File: config.mk
export PLATFORM = sky130hd
export DESIGN_NAME = sha256_stream_hasher_unit
export DESIGN_NICKNAME = d
export VERILOG_FILES = /design/src/rtl/sha_pkg.sv /design/src/rtl/sha_datapath.sv /design/src/rtl/sha_ctrl.sv /design/src/rtl/sha256_stream_hasher_unit.sv
export SDC_FILE = /design/constraint.sdc
export NUM_CORES = 2
export LEC_CHECK = 0
export BUFFER_PORTS_ARGS = -buffer_cell sky130_fd_sc_hd__buf_2
export CAP_MARGIN = 20
export CORE_MARGIN = 3
export CORE_UTILIZATION = 59
export CTS_CLUSTER_DIAMETER = 150
export CTS_CLUSTER_SIZE = 12
export DETAILED_ROUTE_END_ITERATION = 10
export PLACE_DENSITY = 0.78
export SKIP_LAST_GASP = 1
export SLEW_MARGIN = 30
export SYNTH_ARGS = -nofsm -noshare
export SYNTH_HDL_FRONTEND = slang
export SYNTH_HIERARCHICAL = 1
export SYNTH_SLANG_ARGS = --single-unit
File: constraint.sdc
create_clock -name clk_i -period 9.35 [get_ports clk_i]
set_input_delay 0.935 -clock clk_i [delete_from_list [all_inputs] [get_ports clk_i]]
set_output_delay 0.935 -clock clk_i [all_outputs]
set_load 0.03 [all_outputs]
File: src/rtl/sha_pkg.sv
// Package for the SHA-256 stream hasher: round constants, initial hash
// values, operation codes, controller state type and the command and status structs.
// No dependencies.
`timescale 1ns / 1ps
package sha_pkg;

  localparam int unsigned CountWidth = 61;
  localparam logic [7:0] PadByte = 8'h80;
  localparam logic [5:0] LastRound = 6'd63;
  localparam logic [5:0] LastBytePos = 6'd63;
  localparam logic [5:0] LenLimitPos = 6'd56;

  localparam logic OpAppend = 1'b0;
  localparam logic OpFinish = 1'b1;

  typedef enum logic [2:0] {
    StIdle,
    StPad,
    StRound,
    StFold,
    StOut
  } state_e;

  typedef enum logic [1:0] {
    PadFirst,
    PadLength
  } pad_e;

  typedef struct packed {
    logic       put_byte;
    logic       start_pad;
    logic       pad_step;
    logic       load_vars;
    logic       round;
    logic       fold;
    logic       clear_buf;
    logic       write_len;
    logic       restart;
  } cmd_t;

  typedef struct packed {
    logic [5:0] pos;
    logic       pad_done;
  } status_t;

  function automatic logic [31:0] round_k(input logic [5:0] idx);
    logic [31:0] k [64];
    k = '{
      32'h428a2f98, 32'h71374491, 32'hb5c0fbcf, 32'he9b5dba5,
      32'h3956c25b, 32'h59f111f1, 32'h923f82a4, 32'hab1c5ed5,
      32'hd807aa98, 32'h12835b01, 32'h243185be, 32'h550c7dc3,
      32'h72be5d74, 32'h80deb1fe, 32'h9bdc06a7, 32'hc19bf174,
      32'he49b69c1, 32'hefbe4786, 32'h0fc19dc6, 32'h240ca1cc,
      32'h2de92c6f, 32'h4a7484aa, 32'h5cb0a9dc, 32'h76f988da,
      32'h983e5152, 32'ha831c66d, 32'hb00327c8, 32'hbf597fc7,
      32'hc6e00bf3, 32'hd5a79147, 32'h06ca6351, 32'h14292967,
      32'h27b70a85, 32'h2e1b2138, 32'h4d2c6dfc, 32'h53380d13,
      32'h650a7354, 32'h766a0abb, 32'h81c2c92e, 32'h92722c85,
      32'ha2bfe8a1, 32'ha81a664b, 32'hc24b8b70, 32'hc76c51a3,
      32'hd192e819, 32'hd6990624, 32'hf40e3585, 32'h106aa070,
      32'h19a4c116, 32'h1e376c08, 32'h2748774c, 32'h34b0bcb5,
      32'h391c0cb3, 32'h4ed8aa4a, 32'h5b9cca4f, 32'h682e6ff3,
      32'h748f82ee, 32'h78a5636f, 32'h84c87814, 32'h8cc70208,
      32'h90befffa, 32'ha4506ceb, 32'hbef9a3f7, 32'hc67178f2
    };
    return k[idx];
  endfunction

  function automatic logic [31:0] init_h(input logic [2:0] idx);
    logic [31:0] h [8];
    h = '{
      32'h6a09e667, 32'hbb67ae85, 32'h3c6ef372, 32'ha54ff53a,
      32'h510e527f, 32'h9b05688c, 32'h1f83d9ab, 32'h5be0cd19
    };
    return h[idx];
  endfunction

endpackage

File: src/rtl/sha_datapath.sv
// Datapath of the SHA-256 hasher: block buffer, message schedule window,
// one-round compression unit, hash words and byte counter. Uses sha_pkg.
`timescale 1ns / 1ps
module sha_datapath import sha_pkg::*; (
  input  logic        clk_i,
  input  logic        rst_ni,
  input  cmd_t        cmd_i,
  input  logic [7:0]  data_byte_i,
  input  logic [5:0]  round_i,
  input  logic [2:0]  out_idx_i,
  output status_t     status_o,
  output logic [31:0] digest_word_o,
  output logic        too_long_o
);

  logic [31:0] buf_q [16];
  logic [31:0] hash_q [8];
  logic [31:0] var_q [8];
  logic [CountWidth-1:0] count_q;
  logic        ovf_q;
  logic [5:0]  pad_pos_q;

  logic [5:0]  pos;
  logic [5:0]  pad_nxt;
  logic [31:0] w0, w1, w9, w14, s0, s1, w_new;
  logic [31:0] big0, big1, ch, maj, t1, t2;
  logic [63:0] bits;

  assign pos = count_q[5:0];
  assign pad_nxt = pad_pos_q + 6'd1;
  assign status_o.pos = pos;
  assign status_o.pad_done = (pad_pos_q == LastBytePos);
  assign bits = {count_q, 3'b000};

  assign w0  = buf_q[0];
  assign w1  = buf_q[1];
  assign w9  = buf_q[9];
  assign w14 = buf_q[14];
  assign s0 = {w1[6:0], w1[31:7]} ^ {w1[17:0], w1[31:18]} ^ (w1 >> 3);
  assign s1 = {w14[16:0], w14[31:17]} ^ {w14[18:0], w14[31:19]} ^ (w14 >> 10);
  assign w_new = s1 + w9 + s0 + w0;

  assign big1 = {var_q[4][5:0], var_q[4][31:6]} ^ {var_q[4][10:0], var_q[4][31:11]}
              ^ {var_q[4][24:0], var_q[4][31:25]};
  assign ch = (var_q[4] & var_q[5]) ^ (~var_q[4] & var_q[6]);
  assign big0 = {var_q[0][1:0], var_q[0][31:2]} ^ {var_q[0][12:0], var_q[0][31:13]}
              ^ {var_q[0][21:0], var_q[0][31:22]};
  assign maj = (var_q[0] & var_q[1]) ^ (var_q[0] & var_q[2]) ^ (var_q[1] & var_q[2]);
  assign t1 = var_q[7] + big1 + ch + round_k(round_i) + w0;
  assign t2 = big0 + maj;

  assign digest_word_o = hash_q[out_idx_i];
  assign too_long_o = ovf_q;

  function automatic logic [31:0] set_byte(input logic [31:0] w, input logic [1:0] lane,
                                           input logic [7:0] b);
    logic [31:0] r;
    r = w;
    case (lane)
      2'd0: r[31:24] = b;
      2'd1: r[23:16] = b;
      2'd2: r[15:8] = b;
      default: r[7:0] = b;
    endcase
    return r;
  endfunction

  always_ff @(posedge clk_i) begin
    if (cmd_i.put_byte) begin
      buf_q[pos[5:2]] <= set_byte(buf_q[pos[5:2]], pos[1:0], data_byte_i);
    end else if (cmd_i.start_pad) begin
      buf_q[pos[5:2]] <= set_byte(buf_q[pos[5:2]], pos[1:0], PadByte);
    end else if (cmd_i.pad_step) begin
      if (!status_o.pad_done) begin
        buf_q[pad_nxt[5:2]] <= set_byte(buf_q[pad_nxt[5:2]], pad_nxt[1:0], 8'h00);
      end
    end else if (cmd_i.clear_buf) begin
      for (int i = 0; i < 16; i++) buf_q[i] <= '0;
    end else if (cmd_i.write_len) begin
      buf_q[14] <= bits[63:32];
      buf_q[15] <= bits[31:0];
    end else if (cmd_i.round) begin
      for (int i = 0; i < 15; i++) buf_q[i] <= buf_q[i+1];
      buf_q[15] <= w_new;
    end
  end

  always_ff @(posedge clk_i) begin
    if (cmd_i.start_pad) begin
      pad_pos_q <= pos;
    end else if (cmd_i.pad_step && !status_o.pad_done) begin
      pad_pos_q <= pad_nxt;
    end
  end

  always_ff @(posedge clk_i) begin
    if (cmd_i.load_vars) begin
      for (int i = 0; i < 8; i++) var_q[i] <= hash_q[i];
    end else if (cmd_i.round) begin
      var_q[7] <= var_q[6];
      var_q[6] <= var_q[5];
      var_q[5] <= var_q[4];
      var_q[4] <= var_q[3] + t1;
      var_q[3] <= var_q[2];
      var_q[2] <= var_q[1];
      var_q[1] <= var_q[0];
      var_q[0] <= t1 + t2;
    end
  end

  always_ff @(posedge clk_i or negedge rst_ni) begin
    if (!rst_ni) begin
      for (int i = 0; i < 8; i++) hash_q[i] <= init_h(3'(i));
      count_q <= '0;
      ovf_q <= 1'b0;
    end else begin
      if (cmd_i.restart) begin
        for (int i = 0; i < 8; i++) hash_q[i] <= init_h(3'(i));
        count_q <= '0;
        ovf_q <= 1'b0;
      end else if (cmd_i.fold) begin
        for (int i = 0; i < 8; i++) hash_q[i] <= hash_q[i] + var_q[i];
      end
      if (cmd_i.put_byte) begin
        count_q <= count_q + 1'b1;
        if (&count_q) ovf_q <= 1'b1;
      end
    end
  end

endmodule

File: src/rtl/sha_ctrl.sv
// Controller of the SHA-256 hasher: sequences padding, the 64 rounds,
// hash folding and the digest transactions. Uses sha_pkg.
`timescale 1ns / 1ps
module sha_ctrl import sha_pkg::*; (
  input  logic       clk_i,
  input  logic       rst_ni,
  input  logic       in_valid_i,
  input  logic       op_i,
  output logic       in_stall_o,
  output logic       out_valid_o,
  input  logic       out_stall_i,
  input  status_t    status_i,
  output cmd_t       cmd_o,
  output logic [5:0] round_o,
  output logic [2:0] out_idx_o
);

  state_e state_q, state_d;
  pad_e   phase_q, phase_d;
  logic   fin_q, fin_d;
  logic [5:0] round_q, round_d;
  logic [2:0] idx_q, idx_d;
  logic   in_acc;

  assign round_o = round_q;
  assign out_idx_o = idx_q;
  assign in_stall_o = (state_q != StIdle);
  assign out_valid_o = (state_q == StOut);
  assign in_acc = in_valid_i && (state_q == StIdle);

  always_ff @(posedge clk_i or negedge rst_ni) begin
    if (!rst_ni) begin
      state_q <= StIdle;
      phase_q <= PadFirst;
      fin_q <= 1'b0;
      round_q <= '0;
      idx_q <= '0;
    end else begin
      state_q <= state_d;
      phase_q <= phase_d;
      fin_q <= fin_d;
      round_q <= round_d;
      idx_q <= idx_d;
    end
  end

  always_comb begin
    state_d = state_q;
    phase_d = phase_q;
    fin_d = fin_q;
    round_d = round_q;
    idx_d = idx_q;
    cmd_o = '0;
    case (state_q)
      StIdle: begin
        if (in_acc && op_i == OpAppend) begin
          cmd_o.put_byte = 1'b1;
          if (status_i.pos == LastBytePos) begin
            cmd_o.load_vars = 1'b1;
            fin_d = 1'b0;
            round_d = '0;
            state_d = StRound;
          end
        end else if (in_acc) begin
          cmd_o.start_pad = 1'b1;
          fin_d = 1'b1;
          phase_d = (status_i.pos inside {[LenLimitPos:LastBytePos]}) ? PadFirst : PadLength;
          state_d = StPad;
        end
      end
      StPad: begin
        if (status_i.pad_done) begin
          if (phase_q == PadLength) cmd_o.write_len = 1'b1;
          cmd_o.load_vars = 1'b1;
          round_d = '0;
          state_d = StRound;
        end else begin
          cmd_o.pad_step = 1'b1;
        end
      end
      StRound: begin
        cmd_o.round = 1'b1;
        round_d = round_q + 6'd1;
        if (round_q == LastRound) state_d = StFold;
      end
      StFold: begin
        cmd_o.fold = 1'b1;
        if (!fin_q) begin
          state_d = StIdle;
        end else if (phase_q == PadFirst) begin
          phase_d = PadLength;
          state_d = StPad;
        end else begin
          idx_d = '0;
          state_d = StOut;
        end
      end
      StOut: begin
        if (!out_stall_i) begin
          idx_d = idx_q + 3'd1;
          if (&idx_q) begin
            cmd_o.restart = 1'b1;
            fin_d = 1'b0;
            state_d = StIdle;
          end
        end
      end
      default: state_d = StIdle;
    endcase
    if (state_q == StFold && fin_q && phase_q == PadFirst) begin
      cmd_o.clear_buf = 1'b1;
    end
  end

  // A clear pass must land with the pad pointer at its end, so the
  // length write follows on the next cycle through StPad.
  assert property (@(posedge clk_i) disable iff (!rst_ni)
    (state_q == StRound) |-> !in_acc)
    else $error("Item accepted during compression.");
  assert property (@(posedge clk_i) disable iff (!rst_ni)
    (state_q == StRound && round_q == LastRound) |=> (state_q == StFold))
    else $error("Compression did not end after the last round.");
  assert property (@(posedge clk_i) disable iff (!rst_ni)
    (out_valid_o && !out_stall_i && &idx_q) |=> (state_q == StIdle))
    else $error("Digest did not end after the last word.");

endmodule

File: src/rtl/sha256_stream_hasher_unit.sv
// SHA-256 stream hasher, top level. Joins sha_ctrl and sha_datapath.
// An append writes one byte; when it fills a block it also starts a compression
// of 64 rounds on the single round unit, then a fold. A finish pads the
// block, runs one or two compressions, then gives 8 digest transactions.
// Input is stalled while padding, compressing or giving out the digest.
// Reset loads the initial hash values and clears the count and flag.
`timescale 1ns / 1ps
module sha256_stream_hasher_unit import sha_pkg::*; (
  input  logic        clk_i,
  input  logic        rst_ni,
  input  logic        in_valid_i,
  output logic        in_stall_o,
  input  logic        op_i,
  input  logic [7:0]  data_byte_i,
  output logic        out_valid_o,
  input  logic        out_stall_i,
  output logic [31:0] digest_word_o,
  output logic [2:0]  word_index_o,
  output logic        last_word_o,
  output logic        too_long_o
);

  cmd_t       cmd;
  status_t    status;
  logic [5:0] round;
  logic [2:0] idx;

  sha_ctrl u_ctrl (
    .clk_i, .rst_ni, .in_valid_i, .op_i, .in_stall_o, .out_valid_o, .out_stall_i,
    .status_i(status), .cmd_o(cmd), .round_o(round), .out_idx_o(idx)
  );

  sha_datapath u_dp (
    .clk_i, .rst_ni, .cmd_i(cmd), .data_byte_i, .round_i(round), .out_idx_i(idx),
    .status_o(status), .digest_word_o, .too_long_o
  );

  assign word_index_o = idx;
  assign last_word_o = &idx;

endmodule
==> reports/results.txt <==
The run finished with clean final reports. The signed area change from the synthesized netlist to the final layout is 7.46%, and the DRC violation count after routing is 0. Static timing analysis puts the maximum clock frequency at 110 MHz.

For this run, the post-layout net count is 8057. Measured against its own limit, the worst slew margin works out to 28.9%. Counting cells, the worst reg-to-reg path comes to 35. The critical path contains buffers and inverters numbering 7 combined. Fill cells in the final layout number 10100.

At the end of routability-driven placement, the weighted congestion stood at 1.04. The path class of the tightest hold or removal check is primary input to async pin. For the detailed-routing iteration count for the pre-antenna-repair pass, the log shows 7.

Area inside the core boundary: 126000 um2. The filler-free cell count of the finished design came out at 9194. Of all nets on the critical path, the largest fanout is 9. Count of H-tree levels built during CTS: 3. The post-synthesis cell type with the largest combined area was sky130_fd_sc_hd__edfxtp_1. For the detailed router's first-iteration violation count, the log shows 8290.

Number of setup violations in the final report: 0. The tools report the die area as 132000 um2. The startpoint type of the worst setup path is a register.

The critical path depth in cells is 35. Summing all multi-input logic gate instances after layout gives 41200 um2. The count of final hold-check violations is 0, and the post-route clock period utilization is 96.8%.

Port buffering added 51 buffers. Global routing consumed, over all layers together, 37.7% of the routing resources. Summing the sequential cell areas from Yosys gives 42.0% of the chip area. Critical path class: register to register.

The clock slew at the register clock pins of the worst setup and hold paths is 70 ps. The critical path starts at u_ctrl/round_o[2]. The routed layout has 61300 vias. For flop-to-flop paths, the worst setup slack is 300 ps. Wire length of the first global-routing pass: 373000 um. Counting the buffers created by CTS gives 102. The number of distinct library cell variants in the gate-level netlist after synthesis is 105. Among all flip-flop cells after synthesis, the most frequent one is sky130_fd_sc_hd__edfxtp_1. The logs give 57400 for the number of global-route vias before repair and 0 for the number of hold-repair buffers added at the cts stage.

The kind of cell adding the most delay to the critical path was compound AO/OA/AOI/OAI gates. The logs give 3 for the worst-case clock buffer depth and 0 for the final max-slew violation count. In this run, synthesis inferred 774 flip-flops with an integrated enable. The logs give 186000 um for the detailed placer's ending HPWL and 59.8% for the initial core utilization. In this run the remaining antenna-violating nets after routing total 0. Of the cells placed in the final design, the portion with a size suffix greater than 1 is 10.0%. In the synthesized netlist the async set-or-reset flop fraction comes to 30.0%. Entering global routing, the biggest net connects 196 pins. The root buffer cell is sky130_fd_sc_hd__clkbuf_16. TritonCTS built the clock tree. The worst path needs 9050 ps of the cycle, external delays included. The total area of sequential cells was 31700 um2.

Each instance of the synthesized netlist takes up on average 9.99 um2. Clock latency on the worst-skew pair, taken at its later pin, is 770 ps. The tools report the worst setup path endpoint as u_dp/var_q[0][26]. The final hold slack is 199 ps, and the critical path's largest stage delay is 680 ps.

The width of the die is 364 um. The tool flagged a number of max-cap violations equal to 0. The run gives 75400 um2 as the post-synth design cell area. Data required time at the worst endpoint: 9870 ps.

CTS sink count: 1106. Setup repair after global routing could not meet its margin everywhere. After detailed placement, the design holds a cell count of 8986. The routed via count divided by cell count is 6.67. The run gives 130 as the number of core rows. Synthesis produced a netlist with a net count of 8156.

Pin placement for this block handled 52 I/O pins. The cell count after synthesis came out at 7551. Global routing finished with a remaining overflow of 0. The number of antenna violations at the first check in global routing came out at 7. The worst register-to-register path ends at u_dp/var_q[0][26]. By area the synthesized netlist is led by sky130_fd_sc_hd__edfxtp_1 (31%), sky130_fd_sc_hd__ha_1 (6.6%), sky130_fd_sc_hd__dfrtp_1 (6.5%), sky130_fd_sc_hd__a21o_1 (5.8%), sky130_fd_sc_hd__nand2_1 (5.7%). The clock arrives with 59.3 ps of skew. After detailed routing, the total wire length is 252000 um.

The slowest stage of the critical path is the sky130_fd_sc_hd__or4b_2 cell. Yosys printed 6 warnings. Vertical extent of the die: 364 um. The measured slew at the worst slew-check pin came out at 1060 ps. The share of synthesized area in the top cell type comes to 30.8%. The cell that appears most often on the critical path is sky130_fd_sc_hd__buf_4. In the final routed layout, each cell accounts on average for 27.4 um.

The run gives 9570 ps as the data arrival at the endpoint of the critical path. The tools report the startpoint of the worst register-to-register path as u_ctrl/round_o[2]. Sort of element at the end of the critical path: a register.

Synthesis inferred 1106 register bits.
==> state kept, by name, summed over array words and instances (netlist names), 3 cells and up <==
register	cells
u_dp/buf_q	512
u_dp/hash_q	256
u_dp/var_q	256
u_dp/count_q	61
u_ctrl/round_o	6
u_dp/pad_pos_q	6
u_ctrl/out_idx_o	3
u_ctrl/state_q	3
==> area by class of cell <==
class / instances / share of cell area [%]
multi-input cells: 5713 / 50.8
flip-flops and latches: 1106 / 39.2
clock buffers: 185 / 3.56
well taps: 1650 / 2.55
repair buffers: 253 / 2.45
inverters: 276 / 1.30
clock inverters: 8 / 0.205
diodes: 3 / 0.00926
==> layer usage <==
layer	share of wire, %	GRT usage (%)
met2	43	54.6
met5	0.022	0
met3	12	9.62
met4	4.9	16.1
met1	40	53.8
==> worst register-to-register path, delay by kind of cell, from the launching register on <==
kind	cells	cell delay (ps)
AND/OR/NAND/NOR	7	1860
AO/OA/AOI/OAI	14	2570
adder cells (fa/ha/maj)	6	2520
flip-flops	1	500
XOR/XNOR	1	140
buffers and inverters	7	1240
==> cell families after synthesis <==
kind of cell / share of synthesized area, %
buf+inv: 3.75
flops: 42.0
compound gates: 18.9
fa+ha+maj: 12.0
simple gates: 12.7
mux: 4.18
xor+xnor: 6.41
==> synthesized netlist by cell type, drive strengths merged, types with 144 or more instances <==
cell type  number
nand2        1136
edfxtp        774
a21o          583
o21ai         526
a21oi         455
ha            397
nor2          395
xnor2         395
clkbuf        381
inv           274
dfrtp         196
fa            195
xor2          152
nand3         144
==> what timing repair did <==
| item | 4_1_cts | 5_1_grt |
|---|---|---|
| setup endpoints to repair | 0 | 11 |
| resized for setup | 0 | 53 |
| buffers inserted | 0 | 10 |
| hold endpoints to repair | 0 | 0 |
==> worst min path at each step <==
stage / from / end / slack, ps / cells after the start
6_report: rst_ni / u_dp/too_long_o / 200 / 1
4_1_cts: rst_ni / u_dp/too_long_o / 230 / 1
3_3_place_gp: u_ctrl/fin_q / u_ctrl/fin_q / 460 / 1
5_1_grt: rst_ni / u_dp/too_long_o / 230 / 1
3_5_place_dp: u_ctrl/fin_q / u_ctrl/fin_q / 470 / 1
2_1_floorplan: u_ctrl/fin_q / u_ctrl/fin_q / 450 / 1
==> cells in the final DEF, fill, tap and decap left out, types with 40 or more instances in the layout <==
master and instances:
sky130_fd_sc_hd__nand2_1 1134, sky130_fd_sc_hd__edfxtp_1 774, sky130_fd_sc_hd__a21o_1 583, sky130_fd_sc_hd__o21ai_0 445
sky130_fd_sc_hd__a21oi_1 442, sky130_fd_sc_hd__xnor2_1 395, sky130_fd_sc_hd__ha_1 392, sky130_fd_sc_hd__nor2_1 388
sky130_fd_sc_hd__inv_1 268, sky130_fd_sc_hd__fa_1 195, sky130_fd_sc_hd__dfrtp_1 187, sky130_fd_sc_hd__buf_4 179
sky130_fd_sc_hd__xor2_1 152, sky130_fd_sc_hd__nand3_1 144, sky130_fd_sc_hd__dfstp_2 136, sky130_fd_sc_hd__clkbuf_16 104
sky130_fd_sc_hd__mux2i_1 88, sky130_fd_sc_hd__clkbuf_1 82, sky130_fd_sc_hd__o21ai_1 80, sky130_fd_sc_hd__nor3_1 79
sky130_fd_sc_hd__a211oi_1 75, sky130_fd_sc_hd__nand2b_1 74, sky130_fd_sc_hd__mux4_2 70, sky130_fd_sc_hd__and3_1 69
sky130_fd_sc_hd__nor2b_1 63, sky130_fd_sc_hd__mux2_2 61, sky130_fd_sc_hd__o31ai_1 52, sky130_fd_sc_hd__a31oi_1 52
sky130_fd_sc_hd__a211o_1 51, sky130_fd_sc_hd__buf_2 50, sky130_fd_sc_hd__o21a_1 45, sky130_fd_sc_hd__o21bai_1 43
sky130_fd_sc_hd__o211ai_1 42, sky130_fd_sc_hd__a221o_1 40
==> through the flow <==
step / area (um2) / setup slack [ps] / setup TNS (ps) / utilization (%)
5_1_grt: 81100 / -34.6 / -34.6 / 64.2
2_1_floorplan: 75400 / 610 / 0 / -
4_1_cts: 80700 / 23.6 / 0 / 63.9
3_3_place_gp: 77600 / 204 / 0 / 61.5
6_report: 81100 / 299 / 0 / 64.2
3_5_place_dp: 77600 / 56.4 / 0 / 61.5
Power is left out: the tool's default activity adds up to more than one toggle a clock period on the data nets, which glitch-free logic cannot reach.
